File: config.mk
export PLATFORM = sky130hd
export DESIGN_NAME = dda_line_rasterizer
export DESIGN_NICKNAME = d
export VERILOG_FILES = /design/src/ddalr_pkg.sv /design/src/ddalr_ctrl.sv /design/src/ddalr_datapath.sv /design/src/dda_line_rasterizer.sv
export SDC_FILE = /design/constraint.sdc
export NUM_CORES = 1
export LEC_CHECK = 0
export ABC_AREA = 0
export ABC_CLOCK_PERIOD_IN_PS = 4750
export BUFFER_PORTS_ARGS = -buffer_cell sky130_fd_sc_hd__buf_4
export CELL_PAD_IN_SITES_DETAIL_PLACEMENT = 2
export CELL_PAD_IN_SITES_GLOBAL_PLACEMENT = 2
export CORE_AREA = 2 2 290 177
export CTS_BUF_LIST = sky130_fd_sc_hd__clkbuf_8
export CTS_CLUSTER_DIAMETER = 30
export DETAILED_ROUTE_END_ITERATION = 8
export DIE_AREA = 0 0 292 179
export MAX_ROUTING_LAYER = met4
export PLACE_DENSITY_LB_ADDON = 0.1
export SYNTH_ARGS = -nofsm -noshare
export SYNTH_HDL_FRONTEND = slang
export SYNTH_SLANG_ARGS = --single-unit
File: constraint.sdc
create_clock -name aclk -period 4.75 [get_ports aclk]
set_input_delay 0.2375 -clock aclk [delete_from_list [all_inputs] [get_ports aclk]]
set_output_delay 0.2375 -clock aclk [all_outputs]
set_load 0.1 [all_outputs]
File: src/ddalr_pkg.sv
// shared types, constants and codes of the dda line rasterizer
package ddalr_pkg;

    // image size and fixed-point fraction width
    localparam int IMAGE_WIDTH  = 512;
    localparam int IMAGE_HEIGHT = 512;
    localparam int FRAC_BITS    = 16;

    // coordinate, accumulator and increment widths
    localparam int COORD_W = 12;
    localparam int DIFF_W  = COORD_W + 1;
    localparam int ACC_W   = COORD_W + FRAC_BITS;
    localparam int QUO_W   = FRAC_BITS + 1;
    localparam int INC_W   = FRAC_BITS + 2;
    localparam int CNT_W   = $clog2(FRAC_BITS + 1);
    localparam int RGB_W   = 24;

    // configuration port
    localparam int PADDR_W   = 3;
    localparam int PDATA_W   = 32;
    localparam int REG_IDX_W = 1;

    localparam logic [REG_IDX_W-1:0] REG_USE_CUSTOM   = 1'b0;
    localparam logic [REG_IDX_W-1:0] REG_CUSTOM_COLOR = 1'b1;

    // word actions
    localparam logic ACT_LOAD = 1'b0;
    localparam logic ACT_STEP = 1'b1;

    localparam logic [RGB_W-1:0] GREEN_RGB = 24'h00FF00;

    typedef struct packed {
        logic                      action;
        logic signed [COORD_W-1:0] start_x;
        logic signed [COORD_W-1:0] start_y;
        logic signed [COORD_W-1:0] end_x;
        logic signed [COORD_W-1:0] end_y;
    } ddalr_in_t;

    typedef struct packed {
        logic signed [COORD_W-1:0] pixel_x;
        logic signed [COORD_W-1:0] pixel_y;
        logic        [RGB_W-1:0]   pixel_rgb;
        logic                      in_image;
        logic                      last_pixel;
    } ddalr_out_t;

    typedef struct packed {
        logic             use_custom_color;
        logic [RGB_W-1:0] custom_color;
    } ddalr_cfg_t;

    // controller to datapath
    typedef struct packed {
        logic load;
        logic div_step;
        logic div_fin;
        logic step;
    } ddalr_cmd_t;

    // datapath to controller
    typedef struct packed {
        logic zero_len;
        logic out_busy;
    } ddalr_sts_t;

    typedef enum logic [1:0] {
        ST_IDLE,
        ST_DIV,
        ST_FIN
    } ddalr_state_t;

endpackage

File: src/ddalr_ctrl.sv
// controller state machine: word acceptance and divider sequencing
module ddalr_ctrl (
    input  logic                    aclk,
    input  logic                    aresetn,
    input  logic                    s_valid,
    output logic                    s_ready,
    input  logic                    s_action,
    input  ddalr_pkg::ddalr_sts_t   sts,
    output ddalr_pkg::ddalr_cmd_t   cmd
);

    ddalr_pkg::ddalr_state_t state_reg, state_next;
    logic [ddalr_pkg::CNT_W-1:0] cnt_reg, cnt_next;
    logic accept;

    // state and iteration counter
    always_ff @(posedge aclk) begin
        if (!aresetn) begin
            state_reg <= ddalr_pkg::ST_IDLE;
            cnt_reg   <= '0;
        end else begin
            state_reg <= state_next;
            cnt_reg   <= cnt_next;
        end
    end

    assign accept = s_valid && s_ready;

    // next state and commands
    always_comb begin
        state_next = state_reg;
        cnt_next   = cnt_reg;
        s_ready    = 1'b0;
        cmd        = '0;
        unique case (state_reg)
            ddalr_pkg::ST_IDLE: begin
                s_ready = !sts.out_busy;
                if (s_valid && s_ready) begin
                    if (s_action == ddalr_pkg::ACT_LOAD) begin
                        cmd.load = 1'b1;
                        if (!sts.zero_len) begin
                            state_next = ddalr_pkg::ST_DIV;
                            cnt_next   = ddalr_pkg::CNT_W'(ddalr_pkg::FRAC_BITS);
                        end
                    end else begin
                        cmd.step = 1'b1;
                    end
                end
            end
            ddalr_pkg::ST_DIV: begin
                cmd.div_step = 1'b1;
                cnt_next     = cnt_reg - 1'b1;
                if (cnt_reg == '0) begin
                    state_next = ddalr_pkg::ST_FIN;
                end
            end
            ddalr_pkg::ST_FIN: begin
                cmd.div_fin = 1'b1;
                state_next  = ddalr_pkg::ST_IDLE;
            end
            default: begin
                state_next = ddalr_pkg::ST_IDLE;
            end
        endcase
    end

`ifndef SYNTHESIS
    // a load of a real line starts the divider with a full count
    a_load_starts_div: assert property (@(posedge aclk) disable iff (!aresetn)
        (accept && s_action == ddalr_pkg::ACT_LOAD && !sts.zero_len) |=>
        (state_reg == ddalr_pkg::ST_DIV &&
         cnt_reg == ddalr_pkg::CNT_W'(ddalr_pkg::FRAC_BITS)))
        else $error("load did not start divider");

    // divider counts down one per cycle until its last iteration
    a_div_count: assert property (@(posedge aclk) disable iff (!aresetn)
        (state_reg == ddalr_pkg::ST_DIV && cnt_reg != '0) |=>
        (state_reg == ddalr_pkg::ST_DIV && cnt_reg == $past(cnt_reg) - 1'b1))
        else $error("divider count broken");

    // sign fix returns to idle in the next cycle
    a_fin_one_cycle: assert property (@(posedge aclk) disable iff (!aresetn)
        (state_reg == ddalr_pkg::ST_FIN) |=> (state_reg == ddalr_pkg::ST_IDLE))
        else $error("sign fix did not return to idle");
`endif

endmodule

File: src/ddalr_datapath.sv
// datapath: endpoint setup, restoring divider, accumulators and pixel register
module ddalr_datapath (
    input  logic                   aclk,
    input  logic                   aresetn,
    input  ddalr_pkg::ddalr_in_t   s_data,
    input  logic                   m_ready,
    output logic                   m_valid,
    output ddalr_pkg::ddalr_out_t  m_data,
    input  ddalr_pkg::ddalr_cfg_t  cfg,
    input  ddalr_pkg::ddalr_cmd_t  cmd,
    output ddalr_pkg::ddalr_sts_t  sts
);

    localparam int COORD_W = ddalr_pkg::COORD_W;
    localparam int DIFF_W  = ddalr_pkg::DIFF_W;
    localparam int ACC_W   = ddalr_pkg::ACC_W;
    localparam int QUO_W   = ddalr_pkg::QUO_W;
    localparam int INC_W   = ddalr_pkg::INC_W;
    localparam int FRAC    = ddalr_pkg::FRAC_BITS;
    localparam logic [DIFF_W-1:0] IMG_W_LIM = DIFF_W'(ddalr_pkg::IMAGE_WIDTH);
    localparam logic [DIFF_W-1:0] IMG_H_LIM = DIFF_W'(ddalr_pkg::IMAGE_HEIGHT);

    logic [ACC_W-1:0]  x_acc_reg, x_acc_next, y_acc_reg, y_acc_next;
    logic [INC_W-1:0]  x_inc_reg, x_inc_next, y_inc_reg, y_inc_next;
    logic [DIFF_W-1:0] steps_left_reg, steps_left_next;
    logic [DIFF_W-1:0] den_reg, den_next;
    logic [DIFF_W-1:0] x_rem_reg, x_rem_next, y_rem_reg, y_rem_next;
    logic [QUO_W-1:0]  x_quo_reg, x_quo_next, y_quo_reg, y_quo_next;
    logic              x_neg_reg, x_neg_next, y_neg_reg, y_neg_next;
    logic              m_valid_reg, m_valid_next;
    ddalr_pkg::ddalr_out_t out_reg, out_next;

    logic [DIFF_W-1:0]  dx, dy, adx, ady, len;
    logic               x_ge, y_ge;
    logic [DIFF_W-1:0]  x_sub, y_sub;
    logic [COORD_W-1:0] px, py;
    logic               on_image;

    // endpoint differences and line length
    always_comb begin
        dx  = {s_data.end_x[COORD_W-1], s_data.end_x}
            - {s_data.start_x[COORD_W-1], s_data.start_x};
        dy  = {s_data.end_y[COORD_W-1], s_data.end_y}
            - {s_data.start_y[COORD_W-1], s_data.start_y};
        adx = dx[DIFF_W-1] ? -dx : dx;
        ady = dy[DIFF_W-1] ? -dy : dy;
        len = (adx > ady) ? adx : ady;
    end

    // one quotient bit per cycle for both axes
    always_comb begin
        x_ge  = x_rem_reg >= den_reg;
        y_ge  = y_rem_reg >= den_reg;
        x_sub = x_ge ? x_rem_reg - den_reg : x_rem_reg;
        y_sub = y_ge ? y_rem_reg - den_reg : y_rem_reg;
    end

    // pixel position, truncated toward zero, and image test
    always_comb begin
        px = x_acc_reg[ACC_W-1:FRAC]
           + {{(COORD_W-1){1'b0}}, x_acc_reg[ACC_W-1] & (|x_acc_reg[FRAC-1:0])};
        py = y_acc_reg[ACC_W-1:FRAC]
           + {{(COORD_W-1){1'b0}}, y_acc_reg[ACC_W-1] & (|y_acc_reg[FRAC-1:0])};
        on_image = !px[COORD_W-1] && ({1'b0, px} < IMG_W_LIM)
                && !py[COORD_W-1] && ({1'b0, py} < IMG_H_LIM);
    end

    // next values of the line state
    always_comb begin
        x_acc_next      = x_acc_reg;
        y_acc_next      = y_acc_reg;
        x_inc_next      = x_inc_reg;
        y_inc_next      = y_inc_reg;
        steps_left_next = steps_left_reg;
        den_next        = den_reg;
        x_rem_next      = x_rem_reg;
        y_rem_next      = y_rem_reg;
        x_quo_next      = x_quo_reg;
        y_quo_next      = y_quo_reg;
        x_neg_next      = x_neg_reg;
        y_neg_next      = y_neg_reg;
        out_next        = out_reg;
        m_valid_next    = m_valid_reg && !m_ready;

        if (cmd.load) begin
            x_acc_next      = {s_data.start_x, {FRAC{1'b0}}};
            y_acc_next      = {s_data.start_y, {FRAC{1'b0}}};
            steps_left_next = len;
            den_next        = len;
            x_rem_next      = adx;
            y_rem_next      = ady;
            x_neg_next      = dx[DIFF_W-1];
            y_neg_next      = dy[DIFF_W-1];
        end

        if (cmd.div_step) begin
            x_quo_next = {x_quo_reg[QUO_W-2:0], x_ge};
            y_quo_next = {y_quo_reg[QUO_W-2:0], y_ge};
            x_rem_next = {x_sub[DIFF_W-2:0], 1'b0};
            y_rem_next = {y_sub[DIFF_W-2:0], 1'b0};
        end

        if (cmd.div_fin) begin
            x_inc_next = x_neg_reg ? -{1'b0, x_quo_reg} : {1'b0, x_quo_reg};
            y_inc_next = y_neg_reg ? -{1'b0, y_quo_reg} : {1'b0, y_quo_reg};
        end

        if (cmd.step && steps_left_reg != '0) begin
            out_next.pixel_x    = px;
            out_next.pixel_y    = py;
            out_next.pixel_rgb  = cfg.use_custom_color ? cfg.custom_color
                                                       : ddalr_pkg::GREEN_RGB;
            out_next.in_image   = on_image;
            out_next.last_pixel = steps_left_reg == DIFF_W'(1);
            m_valid_next        = 1'b1;
            x_acc_next = x_acc_reg + {{(ACC_W-INC_W){x_inc_reg[INC_W-1]}}, x_inc_reg};
            y_acc_next = y_acc_reg + {{(ACC_W-INC_W){y_inc_reg[INC_W-1]}}, y_inc_reg};
            steps_left_next = steps_left_reg - 1'b1;
        end
    end

    // control registers
    always_ff @(posedge aclk) begin
        if (!aresetn) begin
            x_acc_reg      <= '0;
            y_acc_reg      <= '0;
            x_inc_reg      <= '0;
            y_inc_reg      <= '0;
            steps_left_reg <= '0;
            m_valid_reg    <= 1'b0;
        end else begin
            x_acc_reg      <= x_acc_next;
            y_acc_reg      <= y_acc_next;
            x_inc_reg      <= x_inc_next;
            y_inc_reg      <= y_inc_next;
            steps_left_reg <= steps_left_next;
            m_valid_reg    <= m_valid_next;
        end
    end

    // divider and result payload registers
    always_ff @(posedge aclk) begin
        den_reg   <= den_next;
        x_rem_reg <= x_rem_next;
        y_rem_reg <= y_rem_next;
        x_quo_reg <= x_quo_next;
        y_quo_reg <= y_quo_next;
        x_neg_reg <= x_neg_next;
        y_neg_reg <= y_neg_next;
        out_reg   <= out_next;
    end

    assign m_valid      = m_valid_reg;
    assign m_data       = out_reg;
    assign sts.zero_len = (len == '0);
    assign sts.out_busy = m_valid_reg && !m_ready;

`ifndef SYNTHESIS
    // each emitted pixel uses up exactly one step
    a_step_count: assert property (@(posedge aclk) disable iff (!aresetn)
        (cmd.step && !cmd.load && steps_left_reg != '0) |=>
        (m_valid_reg && steps_left_reg == $past(steps_left_reg) - 1'b1))
        else $error("step count not decremented with pixel");
`endif

endmodule

File: src/dda_line_rasterizer.sv
// top level: configuration registers, controller and datapath
//
// DDA line rasterizer. A load word (action 0) takes two signed endpoints and
// sets up per-step increments with a restoring divider that yields one
// quotient bit per cycle for x and y together; after a load, input is held
// off while the divider and the sign fix run, or not at all when the
// endpoints are equal. A step word (action 1) produces one pixel from the
// x/y accumulators and is taken every cycle while the result side keeps up;
// the result register lets the next word in during the cycle its result is
// taken. Steps with no active line are absorbed with no result. The far
// endpoint is never emitted, the last pixel of a line carries last_pixel,
// and pixels off the image come out with in_image low. Colour is green
// unless use_custom_color (address 0x0) is set, in which case custom_color
// (address 0x4) is used.
module dda_line_rasterizer (
    input  logic                                aclk,
    input  logic                                aresetn,
    // input words
    input  logic                                s_valid,
    output logic                                s_ready,
    input  ddalr_pkg::ddalr_in_t                s_data,
    // result words
    output logic                                m_valid,
    input  logic                                m_ready,
    output ddalr_pkg::ddalr_out_t               m_data,
    // configuration
    input  logic                                psel,
    input  logic                                penable,
    input  logic                                pwrite,
    input  logic [ddalr_pkg::PADDR_W-1:0]       paddr,
    input  logic [ddalr_pkg::PDATA_W-1:0]       pwdata,
    output logic [ddalr_pkg::PDATA_W-1:0]       prdata,
    output logic                                pready
);

    ddalr_pkg::ddalr_cfg_t cfg_reg, cfg_next;
    ddalr_pkg::ddalr_cmd_t cmd;
    ddalr_pkg::ddalr_sts_t sts;
    logic [ddalr_pkg::REG_IDX_W-1:0] reg_idx;
    logic wr_en;

    assign pready  = 1'b1;
    assign reg_idx = paddr[2];
    assign wr_en   = psel && penable && pwrite;

    // register write decode
    always_comb begin
        cfg_next = cfg_reg;
        if (wr_en) begin
            unique case (reg_idx)
                ddalr_pkg::REG_USE_CUSTOM:   cfg_next.use_custom_color = pwdata[0];
                ddalr_pkg::REG_CUSTOM_COLOR:
                    cfg_next.custom_color = pwdata[ddalr_pkg::RGB_W-1:0];
                default: cfg_next = cfg_reg;
            endcase
        end
    end

    // register read decode
    always_comb begin
        unique case (reg_idx)
            ddalr_pkg::REG_USE_CUSTOM:
                prdata = {{(ddalr_pkg::PDATA_W-1){1'b0}}, cfg_reg.use_custom_color};
            ddalr_pkg::REG_CUSTOM_COLOR:
                prdata = {{(ddalr_pkg::PDATA_W-ddalr_pkg::RGB_W){1'b0}},
                          cfg_reg.custom_color};
            default: prdata = '0;
        endcase
    end

    // configuration registers
    always_ff @(posedge aclk) begin
        if (!aresetn) begin
            cfg_reg <= '0;
        end else begin
            cfg_reg <= cfg_next;
        end
    end

    ddalr_ctrl u_ctrl (
        .aclk     (aclk),
        .aresetn  (aresetn),
        .s_valid  (s_valid),
        .s_ready  (s_ready),
        .s_action (s_data.action),
        .sts      (sts),
        .cmd      (cmd)
    );

    ddalr_datapath u_datapath (
        .aclk    (aclk),
        .aresetn (aresetn),
        .s_data  (s_data),
        .m_ready (m_ready),
        .m_valid (m_valid),
        .m_data  (m_data),
        .cfg     (cfg_reg),
        .cmd     (cmd),
        .sts     (sts)
    );

endmodule
# Word-level counts from Yosys, hierarchy flattened

Cells that the tools add are included.

Flip-flop bits (word level): 263
Bits of input ports: 91
Output and inout port bits: 85
Word-level logic and storage cells: 115

$add $sub $neg: 14
Order comparisons: 5
Equality and inequality tests: 7
Muxes and demuxes: 37
Bitwise operators: 3
Reductions and logical operators: 25

Operators with widths:

| operator              | count |
|---|---|
| $mux 13               | 9 |
| $mux 28               | 4 |
| $pmux 32 s2           | 1 |
| $add 28x28->28        | 2 |
| $mux 18               | 2 |
| $neg 17->18           | 2 |
| $reduce_or 16->1      | 2 |
| $ge 13x13->1          | 2 |
| $neg 13->13           | 2 |
| $sub 12x12->13        | 2 |
| $add 12x1->12         | 2 |
| $lt 12x10->1 const B  | 2 |
| $mux 12               | 2 |
| $sub 12x12->12        | 2 |
| $mux 5                | 3 |
| $eq 13x1->1 const B   | 1 |
| $gt 13x13->1          | 1 |
| $logic_not 13->1      | 1 |
| $reduce_bool 13->1    | 1 |
| $sub 13x1->13 const B | 1 |
| $mux 1                | 10 |
| $pmux 5 s2            | 1 |
| $logic_and 1x1->1     | 8 |
| $mux 2                | 4 |
| 14 further kinds      | 24 |

# Logic depth before layout (Yosys ltp)

Word-level depth: 10
Depth in mapped cells: 24
Gate-level depth less buffers: 22

# Cells and area by module

From an unflattened synthesis, not the netlist that was laid out.

Cell total of the unflattened synthesis: 1,821
Area total of the unflattened synthesis: 17,197.7 µm²

By module, submodules not included:

| module              | instances | cells an instance | area an instance (µm²) | sequential area each (µm²) |
|---|---|---|---|---|
| ddalr_datapath      | 1         | 1,623             | 15,509.9               | 5,855.6 |
| dda_line_rasterizer | 1         | 146               | 1,267.5                | 500.5 |
| ddalr_ctrl          | 1         | 52                | 420.4                  | 140.1 |

# Worst setup path before layout

No wires, ideal clock.

Kind: input-to-reg
Start: in s_data[0] in the netlist's numbering
End: reg u_ctrl.state_reg[0]
Library setup time: 0.116 ns
Arrival: 5.014 ns
Required time: 4.634 ns
Slack: -0.380 ns
Stages on the path: 23
Buffers on the path: 2
Path through: inv_1 -> ha_1 -> fa_1 -> nand2b_1 -> a21o_1 -> a311oi_1 -> o21ai_1 -> nor3_2 -> nand2_1 -> nor4_1 -> inv_1 -> ha_1 -> nand2_1 -> nor2_1 -> a211oi_1 -> and2_1 -> or2_2 -> clkbuf_1 -> nand3_1 -> o22a_1 -> or4b_1 -> buf_2 -> o211a_1

Word-level cells in the longest chain between the ends: 8

RTL lines:

| what                                  | line                      | source |
|---|---|---|
| from (decl)                           | dda_line_rasterizer.sv:21 | `input ddalr_pkg::ddalr_in_t s_data,` |
| $sub 12x12->13 (*)                    | ddalr_datapath.sv:44      | `- {s_data.start_y[COORD_W-1], s_data.start_y};` |
| $neg 13->13                           | ddalr_datapath.sv:46      | `ady = dy[DIFF_W-1] ? -dy : dy;` |
| $mux 13 (*)                           | ddalr_datapath.sv:46      |  |
| $gt 13x13->1                          | ddalr_datapath.sv:47      | `len = (adx > ady) ? adx : ady;` |
| $mux 13 (*)                           | ddalr_datapath.sv:47      |  |
| $logic_not 13->1 (*)                  | ddalr_datapath.sv:155     | `assign sts.zero_len = (len == '0);` |
| $ne 2x2->1 (no source line) (*)       | -                         |  |
| $reduce_and 4->1 (no source line) (*) | -                         |  |
| to (signal assigned)                  | ddalr_ctrl.sv:19          | `state_reg <= ddalr_pkg::ST_IDLE;` |
| to (signal assigned)                  | ddalr_ctrl.sv:22          | `state_reg <= state_next;` |
| to (decl)                             | ddalr_ctrl.sv:12          | `ddalr_pkg::ddalr_state_t state_reg, state_next;` |

Mark *: on every way between the ends. The rest lies on a longest branch, timed or not.
A chain may end at the register's enable or synchronous reset.

# Worst setup path in the final report

Start: in s_data[0] in the netlist's numbering
End: reg u_ctrl.cnt_reg[3] in the netlist's numbering

Word-level cells in the longest chain between the ends: 8

RTL lines:

| what                                  | line                  | source |
|---|---|---|
| $sub 12x12->13 (*)                    | ddalr_datapath.sv:44  |  |
| $neg 13->13                           | ddalr_datapath.sv:46  |  |
| $mux 13 (*)                           | ddalr_datapath.sv:46  |  |
| $gt 13x13->1                          | ddalr_datapath.sv:47  |  |
| $mux 13 (*)                           | ddalr_datapath.sv:47  |  |
| $logic_not 13->1 (*)                  | ddalr_datapath.sv:155 |  |
| $ne 2x2->1 (no source line) (*)       | -                     |  |
| $reduce_and 4->1 (no source line) (*) | -                     |  |
| to (signal assigned)                  | ddalr_ctrl.sv:23      | `cnt_reg <= cnt_next;` |
| to (decl)                             | ddalr_ctrl.sv:13      | `logic [ddalr_pkg::CNT_W-1:0] cnt_reg, cnt_next;` |

Marked as above.

==> impl_metrics.toml <==
[sta]
setup_violations = 0
max-slew-margin-rel = 0.2540
max_clock_freq_mhz = 217.2
max_slew.worst_pin.slew_ns = 1.119
setup_tns_ns = 0
finalCritPeriodShare = 0.9693
finClkSkew_ns = 0.04359
finalMaxSlewViolations = 0
period_needed_ns = 4.604
hold_viol = 0

[clock_network]
clockBufferDepth = 3
clk_latency_ns = 0.66
root_buffer = "clkbuf_8"
cts_tree = "done"
cts_buffers = 58
clock-sinks = 263
clk_pin_slew_ns = 0.06
htreeDepth = 2

[place]
dp_hpwl_mm = 47.75
dpl_cell_area_sq_um = 20050
portBuffers = 156
gp_congestion = 0.9274

[global_routing]
grt_usage = 0.2569
antenna_found_initial = 1
grt_pass1_vias = 17410
gr-total-overflow = 0
grt_max_degree = 98
grt_first_pass_wirelength_mm = 102.2

[logic_synthesis]
synth_top_area_cell = "edfxtp_1"
yosys_warnings = 0
yosysTopAreaCellShare = 0.2149
syn_avg_cell_area_sq_um = 9.036
synthTopCellsByCount = "168 x nand2_1, 148 x a21oi_1, 140 x dfxtp_1, 130 x ha_1, 126 x nor2_1"
syn-instance-count = 1902
synthFlopType = "dfxtp_1"
synth_area_leaders = "edfxtp_1 21%, dfxtp_1 16%, ha_1 9.5%, a21oi_1 4.3%, nand2_1 3.7%"
synthDistinctLibCells = 89
synthArstFlopShare = 0
ys_seq_area_frac = 0.3780
syn_area_sq_um = 17190
synth-edff-count = 123
yosysMostFrequentCell = "nand2_1"
synth-seq-cells = 263

[critical_path]
crit_buf_inv = 5
timing.rr.end = "u_datapath.x_rem_reg[5]"
cpMaxStageDelayCell = "or4b_1"
crit_family = "compound AO/OA/AOI/OAI gates"
cp_cell_sequence = "buf_4 -> inv_1 -> ha_1 -> fa_2 -> nand2b_2 -> a2111oi_1 -> a311oi_2 -> o21ai_2 -> nor3_2 -> buf_4 -> a31oi_1 -> xnor2_2 -> buf_4 -> ha_1 -> a21oi_1 -> nor2_1 -> a211oi_2 -> and2_4 -> or2_2 -> nand3_1 -> o22a_1 -> or4b_1 -> buf_4 -> o31ai_2"
r2r_start = "u_datapath.den_reg[1]"
worstRegToRegCells = 14
criticalPathCategory = "in2reg"
reg2reg_setup_slack_ns = 0.34
required_ns = 5.30
cp-end-kind = "flip-flop"
path_common_cell = "buf_4"
cp_max_fo = 6
startpoint = "s_data[0]"
startpoint_type = "input pin"
max_stage_delay_ns = 0.51
cp_data_arrival_time_ns = 5.15

[routing]
vias_per_cell = 5.518
drt-pass1-iter-count = 6
top_layer_used = "met4"
routedWlPerCell_um = 22.57
wl_met2_mm = 29.33
wl_met1_mm = 33.13
drc_errors = 0
wl_mm = 66.65
ant_nets = 0
drt_iter0_drc = 919
wl_met3_mm = 3.054
vias = 16290

[pwr]
leakagePower_nw = 9.289
ir_drop_v = 0.0002672
p_total_w = 0.01003
power_density_nw_per_um2 = 455.1

[final_layout]
drive_above_1_share = 0.2143
fillCellCount = 5410
largest_reg_flops = 50
syn_to_final_growth_pct = 28.30
finalInstanceArea_sq_um = 22050
final_nets = 2468

[flow_run]
max_cap_violations = 0

[floorplan]
rows = 64
dieArea_sq_um = 52270
die_x_um = 292
pin_count = 176
start_util = 0.3434
die_y_um = 179
core_sq_um = 50050

[hold_path]
hold_depth = 4
hold_path_class = "in2reg"
min_to = "u_datapath.y_acc_reg[20]"
hp-start = "s_data[28]"

[status]
status = "completed"
## tightest hold or removal path, stage by stage
cell and delay [ns]:
buf_4 0.09, buf_4 0.09, a22oi_1 0.07, a21oi_1 0.14
## cells by family after synthesis
kind of cell    count (synthesis)  synth area share
simple gates                  620            0.1800
compound gates                507            0.1952
flops                         263            0.3780
buf+inv                       188           0.04390
xor+xnor                      140           0.07353
fa+ha+maj                     136            0.1016
mux                            46           0.02730
other cells                     2         0.0004370
## through the flow
step                      hold WS, ns  worst slack (ns)  cells  utilization
after floorplan                0.3735           0.01006   1909            -
after global placement         0.4495           -0.3222   2794       0.4005
after detailed placement       0.4581           -0.6595   2794       0.4005
after CTS                     0.01146          0.005103   2944       0.4363
after global routing          0.04786          -0.04461   2953       0.4406
final                         0.03671            0.1457   2953       0.4406
## metal layers
metal  track usage  up-vias
met5             -        -
met4       0.05305        0
met3       0.04339       79
met2        0.3872      289
met1        0.3618     8283
li1              -     7643
## timing repair
action,CTS,global route
hold endpoints to repair,46,0
resized for setup,0,31
setup buffers,0,6
endpoints found under the setup margin,0,6
hold buffers,40,0
## cell type report
class	count	area, sq um	area share
tap	660	825.8	0.03745
sequential	263	6496	0.2946
multi-input combinational	1458	10170	0.4611
clock buffer	65	894.6	0.04057
timing repair buffer	354	2765	0.1254
inverter	106	402.9	0.01827
clock inverter	45	494.2	0.02241
antenna	2	5.005	0.0002270
## layout by cell type (no fill, tap or decap), drive strengths merged, types with 14 or more instances in the layout
cell           n
a211oi        39
a21o          43
a21oi        150
a22oi         19
a31oi         26
and2          53
and3          21
buf          314
clkbuf        65
clkinv        16
dfxtp        140
dlygate4sd3   40
edfxtp       123
ha           130
inv          120
mux2i         39
nand2        169
nand2b        25
nand3         73
nor2         127
nor2b         20
nor3          34
nor4          22
o21a          15
o21ai         74
o22ai         37
o31ai         19
o41ai         14
or3           16
or4           14
xnor2         72
xor2          68
## power breakdown
| part | switching [W] | leakage, nW | internal, W | total [W] |
|---|---|---|---|---|
| clock | 0.00126 | 0.730 | 0.00178 | 0.00304 |
| combinational | 0.00261 | 6.29 | 0.00143 | 0.00405 |
| sequential | 0.000222 | 2.27 | 0.00272 | 0.00295 |
## worst max-delay path by stage
stage                     endpoint  slack, ns  cells after the start
2_1_floorplan  u_ctrl.state_reg[0]       0.01                     23
3_3_place_gp   u_ctrl.state_reg[0]      -0.32                     21
3_5_place_dp   u_ctrl.state_reg[0]      -0.66                     23
4_1_cts          u_ctrl.cnt_reg[3]      0.005                     22
5_1_grt          u_ctrl.cnt_reg[3]      -0.04                     25
6_report         u_ctrl.cnt_reg[3]       0.15                     24
Power figures use the tool's default switching activity.
